<file path="src/rtl/ddo_sermul.sv">
// Bit-serial shift-add multiplier: one operand bit per cycle while step_i is high, LSB first.
`default_nettype none
module ddo_sermul #(
  parameter int unsigned MW = 32,
  parameter int unsigned NB = 42
) (
  input  wire logic             clk_i,
  input  wire logic             rst_ni,
  input  wire logic             load_i,
  input  wire logic [NB-1:0]    oper_i,
  input  wire logic             step_i,
  input  wire logic             rnd_i,
  input  wire logic [MW-1:0]    mcand_i,
  output logic      [MW+NB-1:0] prod_o
);

  logic [MW-1:0] acc_q, acc_d;
  logic [NB-1:0] low_q, low_d;
  logic [MW:0]   sum;

  always_comb begin
    sum   = {1'b0, acc_q} + (low_q[0] ? {1'b0, mcand_i} : '0) + {{MW{1'b0}}, rnd_i};
    acc_d = acc_q;
    low_d = low_q;
    if (load_i) begin
      acc_d = '0;
      low_d = oper_i;
    end else if (step_i) begin
      acc_d = sum[MW:1];
      low_d = {sum[0], low_q[NB-1:1]};
    end
  end

  always_ff @(posedge clk_i or negedge rst_ni) begin
    if (!rst_ni) begin
      acc_q <= '0;
    end else begin
      acc_q <= acc_d;
    end
  end

  always_ff @(posedge clk_i) begin
    low_q <= low_d;
  end

  assign prod_o = {acc_q, low_q};

endmodule
`default_nettype wire

</file>
<file path="config.mk">
export PLATFORM = sky130hd
export DESIGN_NAME = ddo_sermul
export DESIGN_NICKNAME = d
export VERILOG_FILES = /design/src/rtl/ddo_sermul.sv
export SDC_FILE = /design/constraint.sdc
export NUM_CORES = 1
export LEC_CHECK = 0
export ABC_AREA = 1
export ABC_CLOCK_PERIOD_IN_PS = 6200
export CAP_MARGIN = 10
export CORE_UTILIZATION = 50
export DETAILED_ROUTE_END_ITERATION = 6
export DONT_BUFFER_PORTS = 1
export HOLD_SLACK_MARGIN = 0.15
export PLACE_DENSITY = 0.71
export SLEW_MARGIN = 20
export SYNTH_ARGS = -nofsm -noshare
export SYNTH_HDL_FRONTEND = slang
export SYNTH_SLANG_ARGS = --single-unit
</file>
<file path="constraint.sdc">
create_clock -name clk_i -period 6.2 [get_ports clk_i]
set_input_delay 0.62 -clock clk_i [delete_from_list [all_inputs] [get_ports clk_i]]
set_output_delay 0.62 -clock clk_i [all_outputs]
set_load 0.05 [all_outputs]
</file>
Yosys cells after proc, flatten, opt, wreduce, memory -nomap -nowiden --
Cells that the tools add are included.
Word-level totals: input bits 79, logic and storage cells 10, register bits 74, output and inout bits 74
Cells by class: muxes and demuxes 5, reduce and logical (&&, ||, !) cells 1, add/subtract/negate cells 2
Operators with widths (number):
- $mux 32 | 3
- $mux 42 | 2
- $add 32x32->33 | 1
- $add 33x1->33 | 1
- $reduce_bool 2->1 | 1

Depth between registers and ports, before layout --
depth in word-level cells 5, mapped depth 17, gate-level depth less buffers 16

Worst setup path after synthesis --
No wires, ideal clock.
path kind register -> register, start reg low_q[0], end reg acc_q[23], required time 6082 ps, setup time 118 ps, path buffers 1, cell stages (with the launch flop) 16, slack 3503 ps, period minus slack after synthesis 2697 ps, arrival time 2579 ps, cells stage by stage edfxtp_1 > clkbuf_1 > nand2_1 > inv_1 > fa_1 > fa_1 > nand3_1 > nand3_1 > nand2_1 > nand2_1 > nand2_1 > nand2_2 > nand2_1 > nand3_1 > nand3_1 > nand2_1
On the way: longest elaborated chain between the ends 5
RTL lines:
- from (decl) | line 18 | logic [NB-1:0] low_q, low_d;
- from (signal assigned) | line 43 | low_q <= low_d;
- $mux 32 | line 22 | sum = {1'b0, acc_q} + (low_q[0] ? {1'b0, mcand_i} : '0) + {{MW{1'b0}}, rnd_i};
- $add 32x32->33 | line 22
- $add 33x1->33 | line 22
- $mux 32 | line 28 | end else if (step_i) begin
- $mux 32 | line 25 | if (load_i) begin
- to (signal assigned) | line 36 | acc_q <= '0;
- to (signal assigned) | line 38 | acc_q <= acc_d;
- to (decl) | line 17 | logic [MW-1:0] acc_q, acc_d;
No other way between the ends. The select of a mux whose other input is x is not followed. A chain may end at the register's enable or synchronous reset.

Worst setup path in the final report --
start reg acc_q[0], end reg acc_q[23]
On the way: longest elaborated chain between the ends 4
RTL lines (line):
- $add 32x32->33 | 22
- $add 33x1->33 | 22
- $mux 32 | 28
- $mux 32 | 25
No other way between the ends. The select of a mux whose other input is x is not followed.

==> metrics.txt <==
VDD IR max 0.120 mV; Max-Cap Viols 0; I/O pins 153; crit path to acc_q[23]; post-synth top area share 28.2%; post-synthesis simple-gate area fraction 38.3%; Slew HR 37.7%; most area-consuming cells after synthesis nand2_1 28%, edfxtp_1 22%, dfrtp_1 14%, inv_1 9.6%, ha_1 6.9%; placed cells 985; Num CTS Buffers 9; critical path buffer and inverter count 0; Post-CTS Resized 0; first-pass GRT wire length 22600 µm; worst-path cell chain fa_1 -> fa_1 -> nand3_1 -> nand3_1 -> nand2_1 -> nand2_1 -> nand2_1 -> nand2_2 -> nand2_1 -> nand3_1 -> nand3_1 -> nand2_1; status finished, final reports clean; grt total ovfl 0; fill cell count 1106; fin. max-slew vios 0; CP max FO 4; met1 usage 34.7%; Power per Cell Area 282 mW/mm²; met2 Usage GRT 39.4%; final setup TNS 0 ps; Synth Area in XOR/XNOR 2.03%; Total Wirelength 14300 µm; clock skew 19.7 ps; async set-reset flop share out of synthesis 43.2%; Synthesized Nets 973; Std-Cell Rows 38; period utilisation layout 41.9%; total track usage 25.3%; FF-to-FF Start acc_q[0]; crit path capture type register; antenna cells 0; TritonCTS clock tree done; synthesized area 0.00562 mm²; Vias/cell 4.99; Largest stage delay, worst path 600 ps; Avg Cell Area, Syn 6.52 µm²; post-detail-place hpwl 10700 µm; post-synthesis mux area share 0%; CP Launch Type register; number of remaining DRC errors 0; worst setup path start acc_q[0]; RSZ-0062 raised after global routing false; Reg2Reg Depth 12; fmax 0.385 GHz; Most Used Layer, Global Route met2; cell mode on critical path nand2_1; DR pass1 iterations 5; total number of vias 5009; Layout Cells excl Fill 1003; Tmin final 2600 ps; Gate Count Post-Synth 861; GPL Wtd Cong 0.918; Synth Area in Compound Gates 4.21%; Crit path arrival time 2850 ps; Crit-path slowest cell dfrtp_1; share of cells above drive strength 1 4.29%; die height 108 µm; library cells used by synthesis 31; register area 0.00206 mm²; worst hold-check path type in2reg; setup violators final 0; core footprint 0.0109 mm²; multi-input logic area 0.00293 mm²; port buffer count 0; synth cell count leaders 422 x nand2_1, 144 x inv_1, 43 x nor2_1, 42 x edfxtp_1, 36 x nand3_1; most common flop cell mapped by yosys edfxtp_1; starting utilization of the core area 51.6%; final hold vios 0; average wire per standard cell 14.2 µm; Clk Latency, worst-skew pair 360 ps; sequential fraction of the synthesis area 36.7%; # clock sinks 74; Reg2Reg Setup Slack 3600 ps; maximum level of the CTS H-tree 3; area grow syn2layout 5.93%; M3 GR Usage 5.55%; CP delay by family, top adder cells; vias in the first global route 4639; final layout net count 970; register bit total from synthesis 74; worst setup path category reg2reg; clk slew on worst S/H paths 80 ps; cell with the most instances after synthesis nand2_1; initial antenna violation count 0; Antenna Nets Post-Route 0; Crit path depth 12; WP data required 6450 ps; initial DRC count 351; clk buf depth 2; post-synthesis adder-cell area fraction 7.62%; DIE WIDTH 108 µm; Slew @ Worst Pin 932 ps; Clock Root Buffer clkbuf_8; largest family of logic cells by synthesized area simple AND/OR/NAND/NOR gates; r2r endpoint acc_q[23]; Leak 3.51 nW; Synthesis Warnings 0; largest net degree at the start of global routing 46; number of flops mapped to enable cells by yosys 42; post-synth top area cell nand2_1; DIE AREA 0.0117 mm²
cells in the final DEF (no fill, tap or decap):
cell type	instances
nand2_1	422
dlygate4sd3_1	1
clkbuf_8	9
nand2_4	1
inv_1	144
and2_0	1
nand3b_1	3
nand3_1	36
nand4_1	3
fa_1	2
clkinvlp_4	2
o21ai_0	12
nor2_4	2
clkbuf_1	1
inv_6	1
bufinv_16	1
clkinv_1	1
clkinv_4	1
a22o_1	1
nor2_1	43
nor3_1	6
a21o_1	1
o21bai_1	2
nor2_2	2
edfxtp_1	42
buf_4	2
o21ai_1	6
nand3_2	3
a21oi_1	23
dfrtp_1	32
ha_1	31
nand2_2	10
or2_4	1
inv_2	1
xnor2_1	13
buf_12	1
how the worst min path moves through the flow:
stage                     from   endpoint  slack, ps  cells past startpoint
floorplan               rst_ni   acc_q[0]        320                      0
global placement        rst_ni  acc_q[10]        330                      0
detailed placement      rst_ni  acc_q[10]        330                      0
CTS                 oper_i[33]  low_q[33]        430                      2
global route            load_i  low_q[10]        440                      2
finish              oper_i[33]  low_q[33]        460                      2
power breakdown:
part,internal (mW),switching (mW),total (mW)
sequential,0.594,0.301,0.895
clock,0.187,0.195,0.382
combinational,0.144,0.257,0.401
cell type report:
class                      count  area share, %
sequential                    74           34.7
clock buffer                  10           2.15
inverter                     145           9.15
multi-input combinational    624           49.2
timing repair buffer           4          0.757
clock inverter                 6           1.11
tap                          140           2.94
timing repair:
| action | in CTS | in global routing |
|---|---|---|
| hold buffers | 2 | 0 |
| hold endpoints to repair | 32 | 0 |
| setup buffers | 0 | 0 |
per-stage QoR:
step	area (µm²)	hold WS, ps	power (mW)	setup WS [ps]	util, %
after floorplan	5620	324	1.20	3500	-
after global placement	5730	326	1.29	3670	52.6
after detailed placement	5730	326	1.30	3610	52.6
after CTS	5950	434	1.69	3600	54.6
after global routing	5950	441	1.78	3410	54.6
final	5950	455	1.68	3600	54.6
layer usage:
layer / vias to the layer above / wire [µm]
li1: 2615 / -
met5: - / 0
met1: 2170 / 6470
met3: 18 / 1360
met4: 0 / 296
met2: 206 / 6140
flip-flops by register name, summed over array words and instances, names as in the netlist:
register and flops:
low_q 42, acc_q 32
cells by family (layout without fill, tap and decap cells):
| logic type | Yosys count | count (layout) |
|---|---|---|
| buf+inv | 163 | 165 |
| compound gates | 45 | 45 |
| flops | 74 | 74 |
| xor+xnor | 13 | 13 |
| simple gates | 533 | 533 |
| fa+ha+maj | 33 | 33 |
worst reg2reg max path: cells and delay by family, from the launching register on:
family	cells	cell delay, ps
fa+ha+maj	2	1040
simple gates	10	870
flops	1	600
Power figures use the tool's default switching activity.
